**config.mk**
```make
export PLATFORM = sky130hd
export DESIGN_NAME = two_cluster_kmeans_1d_core
export DESIGN_NICKNAME = d
export VERILOG_FILES = /design/src/rtl/tckm_pkg.sv /design/src/rtl/tckm_ram.sv /design/src/rtl/two_cluster_kmeans_1d_core.sv
export SDC_FILE = /design/constraint.sdc
export NUM_CORES = 2
export LEC_CHECK = 0
export BUFFER_PORTS_ARGS = -buffer_cell sky130_fd_sc_hd__clkbuf_2
export CORE_MARGIN = 1.5
export CORE_UTILIZATION = 35
export CTS_CLUSTER_SIZE = 40
export DETAILED_ROUTE_END_ITERATION = 8
export SYNTH_ARGS = -nofsm -noshare
export SYNTH_HDL_FRONTEND = slang
export SYNTH_SLANG_ARGS = --single-unit
```
**constraint.sdc**
```tcl
create_clock -name clk_i -period 9.1 [get_ports clk_i]
set_input_delay 0.455 -clock clk_i [delete_from_list [all_inputs] [get_ports clk_i]]
set_output_delay 0.455 -clock clk_i [all_outputs]
set_load 0.02 [all_outputs]
```
**src/rtl/tckm_pkg.sv**
```systemverilog
// Shared types and constants for the two-cluster 1-D k-means core.
// Depends on nothing; used by the core and the testbench.
package tckm_pkg;

  localparam int unsigned GAIN_W     = 16;
  localparam int unsigned SUM_W      = 22;
  localparam int unsigned ITER_W     = 6;
  localparam int unsigned CFG_IDX_W  = 2;
  localparam int unsigned CFG_DATA_W = 16;
  localparam int unsigned DIV_STEP_W = 5;

  // Configuration register indexes.
  localparam logic [CFG_IDX_W-1:0] CFG_INIT_STRONG = 2'd0;
  localparam logic [CFG_IDX_W-1:0] CFG_INIT_WEAK   = 2'd1;
  localparam logic [CFG_IDX_W-1:0] CFG_ITERS       = 2'd2;

  localparam logic [GAIN_W-1:0] INIT_STRONG_RST = 16'd26214;
  localparam logic [GAIN_W-1:0] INIT_WEAK_RST   = 16'd6554;
  localparam logic [ITER_W-1:0] ITERS_RST       = 6'd10;

  typedef struct packed {
    logic [GAIN_W-1:0] gain;
    logic              batch_end;
  } in_beat_t;

  typedef struct packed {
    logic [5:0]        user_index;
    logic              is_strong;
    logic [6:0]        strong_count;
    logic [GAIN_W-1:0] strong_centroid;
    logic [GAIN_W-1:0] weak_centroid;
    logic              last_result;
  } out_beat_t;

  typedef enum logic [3:0] {
    S_IDLE = 4'b0001,
    S_SCAN = 4'b0010,
    S_DIV  = 4'b0100,
    S_OUT  = 4'b1000
  } state_e;

  function automatic logic [GAIN_W-1:0] abs_diff(logic [GAIN_W-1:0] a,
                                                  logic [GAIN_W-1:0] b);
    logic [GAIN_W-1:0] r;
    r = (a >= b) ? (a - b) : (b - a);
    return r;
  endfunction

endpackage

```
**src/rtl/tckm_ram.sv**
```systemverilog
// Generic simple dual-port RAM with one write port and one registered read port.
// Depends on nothing.
module tckm_ram #(
  parameter int unsigned WIDTH = 16,
  parameter int unsigned DEPTH = 64
) (
  input  logic                                   clk_i,
  input  logic                                   we_i,
  input  logic [((DEPTH > 1) ? $clog2(DEPTH) : 1)-1:0] waddr_i,
  input  logic [WIDTH-1:0]                       wdata_i,
  input  logic [((DEPTH > 1) ? $clog2(DEPTH) : 1)-1:0] raddr_i,
  output logic [WIDTH-1:0]                       rdata_o
);

  logic [WIDTH-1:0] mem_q [DEPTH];
  logic [WIDTH-1:0] rdata_q;

  always_ff @(posedge clk_i) begin
    if (we_i) begin
      mem_q[waddr_i] <= wdata_i;
    end
    rdata_q <= mem_q[raddr_i];
  end

  assign rdata_o = rdata_q;

endmodule

```
**src/rtl/two_cluster_kmeans_1d_core.sv**
```systemverilog
// Operation: a gain beat is taken only while idle. A batch of n stored gains and P passes
// then clusters, each pass running n reads, the scan pipeline, a decision and the divider,
// and then sweeps out its results, held back by any output stalls.
// Throughput: input is stalled from the batch_end beat until the last result is loaded.
// Reset: asynchronous, active low; clears the control state and the store's fill count and
// restores the configuration registers to 0.8, 0.2 and ten passes.
module two_cluster_kmeans_1d_core #(
  parameter int unsigned MAX_USERS = 64
) (
  input  logic                                  clk_i,
  input  logic                                  rst_ni,
  input  logic                                  in_valid_i,
  output logic                                  in_stall_o,
  input  tckm_pkg::in_beat_t                    in_data_i,
  output logic                                  out_valid_o,
  input  logic                                  out_stall_i,
  output tckm_pkg::out_beat_t                   out_data_o,
  input  logic                                  cfg_we_i,
  input  logic [tckm_pkg::CFG_IDX_W-1:0]        cfg_index_i,
  input  logic [tckm_pkg::CFG_DATA_W-1:0]       cfg_wdata_i
);

  // Address width of the stores and width of a count that can hold MAX_USERS itself.
  localparam int unsigned IDX_W = (MAX_USERS > 1) ? $clog2(MAX_USERS) : 1;
  localparam int unsigned CNT_W = $clog2(MAX_USERS + 1);
  localparam int unsigned GW    = tckm_pkg::GAIN_W;
  localparam int unsigned SW    = tckm_pkg::SUM_W;

  // Configuration registers. They are only sampled when a batch starts clustering.
  logic [GW-1:0]                 cfg_strong_q;
  logic [GW-1:0]                 cfg_weak_q;
  logic [tckm_pkg::ITER_W-1:0]   cfg_iters_q;

  tckm_pkg::state_e state_q, state_d;

  // Fill count of the gain store; it also serves as the batch size n while clustering.
  logic [CNT_W-1:0] loaded_q, loaded_d;

  // Scan control: read issue counter and the two pipeline stages behind the RAM read.
  logic [CNT_W-1:0] issue_q, issue_d;
  logic             rvalid_q, rvalid_d;
  logic [IDX_W-1:0] ridx_q;
  logic             a_valid_q, a_valid_d;
  logic [IDX_W-1:0] a_idx_q;
  logic [GW-1:0]    a_gain_q;
  logic             a_strong_q;

  // Per-pass accumulation and centroids.
  logic [SW-1:0]    ssum_q, wsum_q;
  logic [CNT_W-1:0] scnt_q, wcnt_q;
  logic [GW-1:0]    sc_q, wc_q;

  // Two restoring divider lanes; the dividend register shifts into the quotient.
  logic [SW-1:0]                   squo_q, wquo_q;
  logic [CNT_W-1:0]                srem_q, wrem_q;
  logic [tckm_pkg::DIV_STEP_W-1:0] div_step_q, div_step_d;

  logic [tckm_pkg::ITER_W-1:0] pass_left_q, pass_left_d;

  // Output sweep: j walks the mark store, want selects strong then weak, k counts results.
  logic [IDX_W-1:0] j_q, j_d;
  logic             want_q, want_d;
  logic [CNT_W-1:0] k_q, k_d;

  logic                out_valid_q, out_valid_d;
  tckm_pkg::out_beat_t out_q, out_d;

  // Strobes from the control logic to the datapath registers.
  logic batch_start, scan_start, div_start, div_run, div_finish, out_load;

  logic            in_acc;
  logic            store_we;
  logic [GW-1:0]   gain_rdata;
  logic            mark_rdata;
  logic            scan_done;
  logic            out_free;
  logic            strong_pick;

  // Divider step of each lane.
  logic [CNT_W:0]   s_trial, w_trial;
  logic             s_ge, w_ge;
  logic [CNT_W-1:0] srem_nx, wrem_nx;

  assign in_stall_o  = (state_q != tckm_pkg::S_IDLE);
  assign in_acc      = in_valid_i && !in_stall_o;
  assign store_we    = in_acc && (loaded_q < CNT_W'(MAX_USERS));
  assign out_valid_o = out_valid_q;
  assign out_data_o  = out_q;
  assign out_free    = !out_valid_q || !out_stall_i;

  // The gain store is written only while idle and read only while scanning, and the mark
  // store is written only while scanning and read only while sweeping out, so the phases of
  // the sequencer keep every read clear of a pending write to the same entry.
  tckm_ram #(
    .WIDTH (GW),
    .DEPTH (MAX_USERS)
  ) u_gain_ram (
    .clk_i   (clk_i),
    .we_i    (store_we),
    .waddr_i (loaded_q[IDX_W-1:0]),
    .wdata_i (in_data_i.gain),
    .raddr_i (issue_q[IDX_W-1:0]),
    .rdata_o (gain_rdata)
  );

  // The mark store is addressed with the next sweep index, so its read data always belongs
  // to the entry that j_q points at.
  tckm_ram #(
    .WIDTH (1),
    .DEPTH (MAX_USERS)
  ) u_mark_ram (
    .clk_i   (clk_i),
    .we_i    (a_valid_q),
    .waddr_i (a_idx_q),
    .wdata_i (a_strong_q),
    .raddr_i (j_d),
    .rdata_o (mark_rdata)
  );

  // A gain joins the strong cluster only when strictly nearer the strong centroid.
  assign strong_pick = tckm_pkg::abs_diff(gain_rdata, sc_q) <
                       tckm_pkg::abs_diff(gain_rdata, wc_q);

  assign scan_done = (issue_q == loaded_q) && !rvalid_q && !a_valid_q;

  always_comb begin
    s_trial = {srem_q, squo_q[SW-1]};
    w_trial = {wrem_q, wquo_q[SW-1]};
    s_ge    = s_trial >= {1'b0, scnt_q};
    w_ge    = w_trial >= {1'b0, wcnt_q};
    srem_nx = s_ge ? CNT_W'(s_trial - {1'b0, scnt_q}) : CNT_W'(s_trial);
    wrem_nx = w_ge ? CNT_W'(w_trial - {1'b0, wcnt_q}) : CNT_W'(w_trial);
  end

  // Sequencer.
  always_comb begin
    state_d     = state_q;
    loaded_d    = loaded_q;
    issue_d     = issue_q;
    rvalid_d    = 1'b0;
    a_valid_d   = rvalid_q;
    div_step_d  = div_step_q;
    pass_left_d = pass_left_q;
    j_d         = j_q;
    want_d      = want_q;
    k_d         = k_q;
    out_valid_d = out_valid_q && out_stall_i;
    batch_start = 1'b0;
    scan_start  = 1'b0;
    div_start   = 1'b0;
    div_run     = 1'b0;
    div_finish  = 1'b0;
    out_load    = 1'b0;

    unique case (state_q)
      tckm_pkg::S_IDLE: begin
        if (in_acc) begin
          if (store_we) begin
            loaded_d = loaded_q + CNT_W'(1);
          end
          if (in_data_i.batch_end) begin
            batch_start = 1'b1;
            scan_start  = 1'b1;
            issue_d     = '0;
            pass_left_d = (cfg_iters_q == '0) ? tckm_pkg::ITER_W'(1) : cfg_iters_q;
            state_d     = tckm_pkg::S_SCAN;
          end
        end
      end
      tckm_pkg::S_SCAN: begin
        if (issue_q != loaded_q) begin
          rvalid_d = 1'b1;
          issue_d  = issue_q + CNT_W'(1);
        end
        if (scan_done) begin
          div_start  = 1'b1;
          div_step_d = '0;
          state_d    = tckm_pkg::S_DIV;
        end
      end
      tckm_pkg::S_DIV: begin
        if (div_step_q != tckm_pkg::DIV_STEP_W'(SW)) begin
          div_run    = 1'b1;
          div_step_d = div_step_q + tckm_pkg::DIV_STEP_W'(1);
        end else begin
          div_finish = 1'b1;
          if (pass_left_q == tckm_pkg::ITER_W'(1)) begin
            j_d     = '0;
            want_d  = 1'b1;
            k_d     = '0;
            state_d = tckm_pkg::S_OUT;
          end else begin
            pass_left_d = pass_left_q - tckm_pkg::ITER_W'(1);
            scan_start  = 1'b1;
            issue_d     = '0;
            state_d     = tckm_pkg::S_SCAN;
          end
        end
      end
      tckm_pkg::S_OUT: begin
        if ((mark_rdata != want_q) || out_free) begin
          if (mark_rdata == want_q) begin
            out_load    = 1'b1;
            out_valid_d = 1'b1;
            k_d         = k_q + CNT_W'(1);
          end
          if (out_load && (k_q == (loaded_q - CNT_W'(1)))) begin
            // The final result now sits in the output register, so the batch closes here
            // even if entries of the other cluster remain to be skipped.
            j_d      = '0;
            loaded_d = '0;
            state_d  = tckm_pkg::S_IDLE;
          end else if (j_q == IDX_W'(loaded_q - CNT_W'(1))) begin
            j_d = '0;
            if (want_q) begin
              want_d = 1'b0;
            end else begin
              loaded_d = '0;
              state_d  = tckm_pkg::S_IDLE;
            end
          end else begin
            j_d = j_q + IDX_W'(1);
          end
        end
      end
      default: begin
        state_d = tckm_pkg::S_IDLE;
      end
    endcase
  end

  always_comb begin
    out_d                 = out_q;
    out_d.user_index      = 6'(j_q);
    out_d.is_strong       = want_q;
    out_d.strong_count    = 7'(scnt_q);
    out_d.strong_centroid = sc_q;
    out_d.weak_centroid   = wc_q;
    out_d.last_result     = (k_q == (loaded_q - CNT_W'(1)));
  end

  always_ff @(posedge clk_i or negedge rst_ni) begin
    if (!rst_ni) begin
      cfg_strong_q <= tckm_pkg::INIT_STRONG_RST;
      cfg_weak_q   <= tckm_pkg::INIT_WEAK_RST;
      cfg_iters_q  <= tckm_pkg::ITERS_RST;
      state_q      <= tckm_pkg::S_IDLE;
      loaded_q     <= '0;
      issue_q      <= '0;
      rvalid_q     <= 1'b0;
      a_valid_q    <= 1'b0;
      div_step_q   <= '0;
      pass_left_q  <= '0;
      j_q          <= '0;
      want_q       <= 1'b0;
      k_q          <= '0;
      out_valid_q  <= 1'b0;
    end else begin
      if (cfg_we_i) begin
        unique case (cfg_index_i)
          tckm_pkg::CFG_INIT_STRONG: cfg_strong_q <= cfg_wdata_i;
          tckm_pkg::CFG_INIT_WEAK:   cfg_weak_q   <= cfg_wdata_i;
          tckm_pkg::CFG_ITERS:       cfg_iters_q  <= cfg_wdata_i[tckm_pkg::ITER_W-1:0];
          default: begin
          end
        endcase
      end
      state_q     <= state_d;
      loaded_q    <= loaded_d;
      issue_q     <= issue_d;
      rvalid_q    <= rvalid_d;
      a_valid_q   <= a_valid_d;
      div_step_q  <= div_step_d;
      pass_left_q <= pass_left_d;
      j_q         <= j_d;
      want_q      <= want_d;
      k_q         <= k_d;
      out_valid_q <= out_valid_d;
    end
  end

  // Datapath registers; no reset, every value is written before it is used.
  always_ff @(posedge clk_i) begin
    ridx_q     <= issue_q[IDX_W-1:0];
    a_idx_q    <= ridx_q;
    a_gain_q   <= gain_rdata;
    a_strong_q <= strong_pick;

    if (batch_start) begin
      sc_q <= cfg_strong_q;
      wc_q <= cfg_weak_q;
    end else if (div_finish) begin
      if (scnt_q != '0) begin
        sc_q <= squo_q[GW-1:0];
      end
      if (wcnt_q != '0) begin
        wc_q <= wquo_q[GW-1:0];
      end
    end

    if (scan_start) begin
      ssum_q <= '0;
      wsum_q <= '0;
      scnt_q <= '0;
      wcnt_q <= '0;
    end else if (a_valid_q) begin
      if (a_strong_q) begin
        ssum_q <= ssum_q + SW'(a_gain_q);
        scnt_q <= scnt_q + CNT_W'(1);
      end else begin
        wsum_q <= wsum_q + SW'(a_gain_q);
        wcnt_q <= wcnt_q + CNT_W'(1);
      end
    end

    if (div_start) begin
      squo_q <= ssum_q;
      wquo_q <= wsum_q;
      srem_q <= '0;
      wrem_q <= '0;
    end else if (div_run) begin
      squo_q <= {squo_q[SW-2:0], s_ge};
      wquo_q <= {wquo_q[SW-2:0], w_ge};
      srem_q <= srem_nx;
      wrem_q <= wrem_nx;
    end

    if (out_load) begin
      out_q <= out_d;
    end
  end

  // Every stored gain is counted exactly once in a pass.
  a_scan_count: assert property (@(posedge clk_i) disable iff (!rst_ni)
    (state_q == tckm_pkg::S_SCAN && scan_done) |-> (scnt_q + wcnt_q == loaded_q))
    else $error("cluster counts do not add up to the batch size");

  // The sweep never emits more results than there are stored gains.
  a_out_bound: assert property (@(posedge clk_i) disable iff (!rst_ni)
    (state_q == tckm_pkg::S_OUT) |-> (k_q < loaded_q))
    else $error("more results than stored gains");

  // No scan beat is in flight while idle or sweeping out.
  a_pipe_idle: assert property (@(posedge clk_i) disable iff (!rst_ni)
    (state_q == tckm_pkg::S_IDLE || state_q == tckm_pkg::S_OUT) |-> (!rvalid_q && !a_valid_q))
    else $error("scan pipeline active outside a pass");

  // The batch closes right after the final result is loaded.
  a_last_close: assert property (@(posedge clk_i) disable iff (!rst_ni)
    (out_load && out_d.last_result) |=> (state_q == tckm_pkg::S_IDLE && loaded_q == '0))
    else $error("batch did not close after its final result");

endmodule

```
==> results.toml <==
[logic_synthesis]
synth.area.top_cells = "edfxtp_1 61%, mux4_2 13%, dfxtp_1 4.0%, ha_1 2.8%, dfrtp_1 2.8%"
ys_seq_elements = 1413
synth_area_mm2 = 0.05975
synth.distinct_cells = 77
syn_nets = 3756
syn_inst = 3572
synth_ff_type = "edfxtp_1"
yosysTopAreaCell = "edfxtp_1"
synth_edf_count = 1211
syn_area_per_cell_um2 = 16.73
synthArstFlopShare_pct = 5.945
yosysSeqAreaShare_pct = 68.37
synth_top_area_share_pct = 60.86
yosys_warnings = 0

[drt]
routed_wl_um = 140900
drcViolationCount = 0
avgViaCountPerCell = 5.198
dr.pass1.iters = 6
drtAntennaViolNets = 0
vias = 31780
drt_iter0_markers = 2761
avgRoutedWirePerCell_um = 23.05

[sta]
fin_crit_sh_pct = 62.16
finalHoldViolCount = 0
setup-violations-final = 0
finalCriticalPeriod_ns = 5.656
tns_ns = 0
tightest_slew_ns = 1.121
clock.fmax_mhz = 176.8
rsz0062_at_grt = "no"
slew_viol_final = 0
slew_headroom_pct = 25.09
fin_skew_ns = 0.03988

[setup_path]
required_ns = 9.79
endpoint_kind = "flip-flop"
critPathMaxFanout = 21
slowest_delay_ns = 0.62
cp_slowest_cell = "a2111oi_0"
startpoint_type = "flip-flop"
worstSetupPathType = "flip-flop to flip-flop"
cp.arrival_ns = 6.35
path_common_cell = "a21o_1"
critical_path_buf_inv_count = 3
cp_top_family = "compound AO/OA/AOI/OAI gates"

[global_route]
grt_pass1_vias = 31830
antenna_found_initial = 9
grt_start_max_net_pins = 94
grt_first_pass_wirelength_um = 210200
gr-usage-all-layers_pct = 16.19
grt_overflow = 0

[cts]
clock_sinks = 1413
htreeDepth = 4
clk_latency_ns = 0.77
clock_path_buffers = 3
root_buffer = "clkbuf_16"
post_cts_buffers = 0
cts_tree = "built"
clk_pin_slew_ns = 0.06
cts_buffers = 147

[power_and_ir_drop]
power_frac_seq_pct = 40.6
p_int_mw = 13.31
peakVddDrop_v = 0.0001803
combPwrFrac_pct = 27.9
power.switching_mw = 5.984
clkPwrFrac_pct = 31.5
swShare_pct = 31.01
p_per_area_mw_per_mm2 = 282.5
leakage_nw = 23.10

[hold_path]
hp-class = "input port to flip-flop"

[layout]
stdcell_count = 6114
num-fill-cells = 15180
final_cell_mix = "1,211 x edfxtp_1, 336 x mux4_2, 253 x nor2_1, 244 x nand2_1, 153 x clkbuf_16"
final_common_cell = "edfxtp_1"
final_layout_size_suffix_gt1_share_pct = 22.46
final_util_pct = 40.31
area.growth.synth_to_final_pct = 14.33
fin_nets = 3956

[floorplan]
fp.dieW_um = 416.2
dieArea_mm2 = 0.1732
die-height_um = 416.2
placementRows = 151
core_mm2 = 0.1695
initial_utilization_pct = 35.26
ios = 89

[flow_run]
cap_violations = 0

[run_status]
outcome = "complete, no violations"

[place]
io_buffers = 88
dp_hpwl_um = 88170
placed_cells = 5826
gp_congestion = 0.8701
-- sequential cells by signal, summed over array words and instances (netlist names), 16 cells and up --
register,count
a_gain_q,16
cfg_strong_q,16
cfg_weak_q,16
out_data_o,47
sc_q,16
squo_q,22
ssum_q,22
u_gain_ram.mem_q,1024
u_gain_ram.rdata_o,16
u_mark_ram.mem_q,64
wc_q,16
wquo_q,22
wsum_q,22
-- Yosys cell counts (11+ instances only) --
master / count
a211oi_1: 12
a21o_1: 56
a21oi_1: 148
buf_1: 31
buf_2: 15
clkbuf_1: 116
dfrtp_1: 66
dfstp_2: 18
dfxtp_1: 118
edfxtp_1: 1211
ha_1: 136
inv_1: 109
mux2_2: 78
mux2i_1: 73
mux4_2: 336
nand2_1: 246
nand2b_1: 22
nand3_1: 62
nand3b_1: 12
nand4_1: 25
nor2_1: 254
nor2b_1: 35
nor3_1: 36
o21ai_0: 95
o21bai_1: 16
or3_1: 11
xnor2_1: 62
xor2_1: 43
-- final timing paths --
kind	from	end	slack (ns)	depth (start not counted)
worst max-delay path	u_gain_ram.rdata_o[0]	a_strong_q	3.44	26
worst max register to register	u_gain_ram.rdata_o[0]	a_strong_q	3.44	26
min in group asynchronous	rst_ni	cfg_strong_q[15]	0.16	2
worst min-delay path	cfg_wdata_i[3]	cfg_iters_q[3]	0.06	2
max in group asynchronous	rst_ni	issue_q[3]	7.71	3
worst min register to register	ridx_q[1]	a_idx_q[1]	0.32	0
-- power groups by stage --
stage	Combinational, mW	Clock, mW	Sequential [mW]
finish	5.37	6.09	7.83
detailed placement	5.36	0	7.98
floorplan	3.98	0	7.75
global route	5.90	6.45	7.88
CTS	5.41	6.22	7.84
global placement	5.34	0	7.96
-- final cells by class --
class	count	area (um2)	share of cell area [%]
Sequential cell	1413	40870	59.83
Multi-Input combinational cell	1881	17860	26.14
Clock buffer	182	3978	5.823
Tap cell	2218	2775	4.062
Timing Repair Buffer	219	1489	2.180
Clock inverter	87	922.1	1.350
Inverter	110	412.9	0.6044
Antenna cell	4	10.01	0.01465
-- logic make-up (layout without fill, tap and decap cells) --
| kind of cell | count (synthesis) | in the layout | synth area share (%) |
|---|---|---|---|
| adder cells (fa/ha/maj) | 144 | 144 | 3.116 |
| XOR/XNOR | 105 | 105 | 1.539 |
| AO/OA/AOI/OAI | 392 | 392 | 4.044 |
| flip-flops | 1413 | 1413 | 68.37 |
| AND/OR/NAND/NOR | 753 | 753 | 5.731 |
| buffers and inverters | 278 | 598 | 1.841 |
| multiplexers | 487 | 487 | 15.36 |
| other | 0 | 4 | 0 |
-- what timing repair did --
action / CTS / global route
hold endpoints to repair: 51 / 0
hold buffers: 15 / 0
resized for setup: 0 / 0
-- per-stage QoR --
| stage | area [um2] | total power, mW | setup slack [ns] | hold WS [ns] |
|---|---|---|---|---|
| floorplan | 59750 | 11.73 | 4.180 | 0.1594 |
| global placement | 63250 | 13.31 | 3.724 | 0.3140 |
| detailed placement | 63250 | 13.34 | 3.603 | 0.3147 |
| CTS | 68300 | 19.47 | 3.541 | 0.02420 |
| global route | 68300 | 20.23 | 3.198 | 0.02464 |
| finish | 68310 | 19.30 | 3.444 | 0.05629 |
-- worst reg2reg max path, cell delays in order, from the launching register on --
cell and delay [ns]:
dfxtp_1 0.34, inv_1 0.09, ha_1 0.18, inv_1 0.08, fa_1 0.39, a21o_1 0.19
a21oi_1 0.27, o21ai_0 0.20, nor2_1 0.13, o21ai_0 0.11, a21o_1 0.19, a2111oi_0 0.62
nor3_2 0.11, buf_4 0.26, mux2_2 0.31, ha_1 0.30, a21o_1 0.16, a21o_1 0.18
a21o_1 0.18, a21oi_1 0.16, nor2b_1 0.06, o21ai_0 0.16, nand2b_1 0.07, a21oi_1 0.20
o21ai_0 0.13, a311o_1 0.32, a31oi_1 0.19
-- routing by layer --
| layer | part of all wire [%] | wire length, um | vias up | GRT usage, % |
|---|---|---|---|---|
| li1 | - | - | 14310 | - |
| met4 | 2.4 | 3449 | 0 | 4.632 |
| met5 | 0 | 0 | - | 0 |
| met3 | 6.0 | 8445 | 196 | 3.031 |
| met1 | 45 | 63290 | 16400 | 23.00 |
| met2 | 47 | 65750 | 878 | 25.36 |
Note: power is estimated with default switching activity, not from simulation.
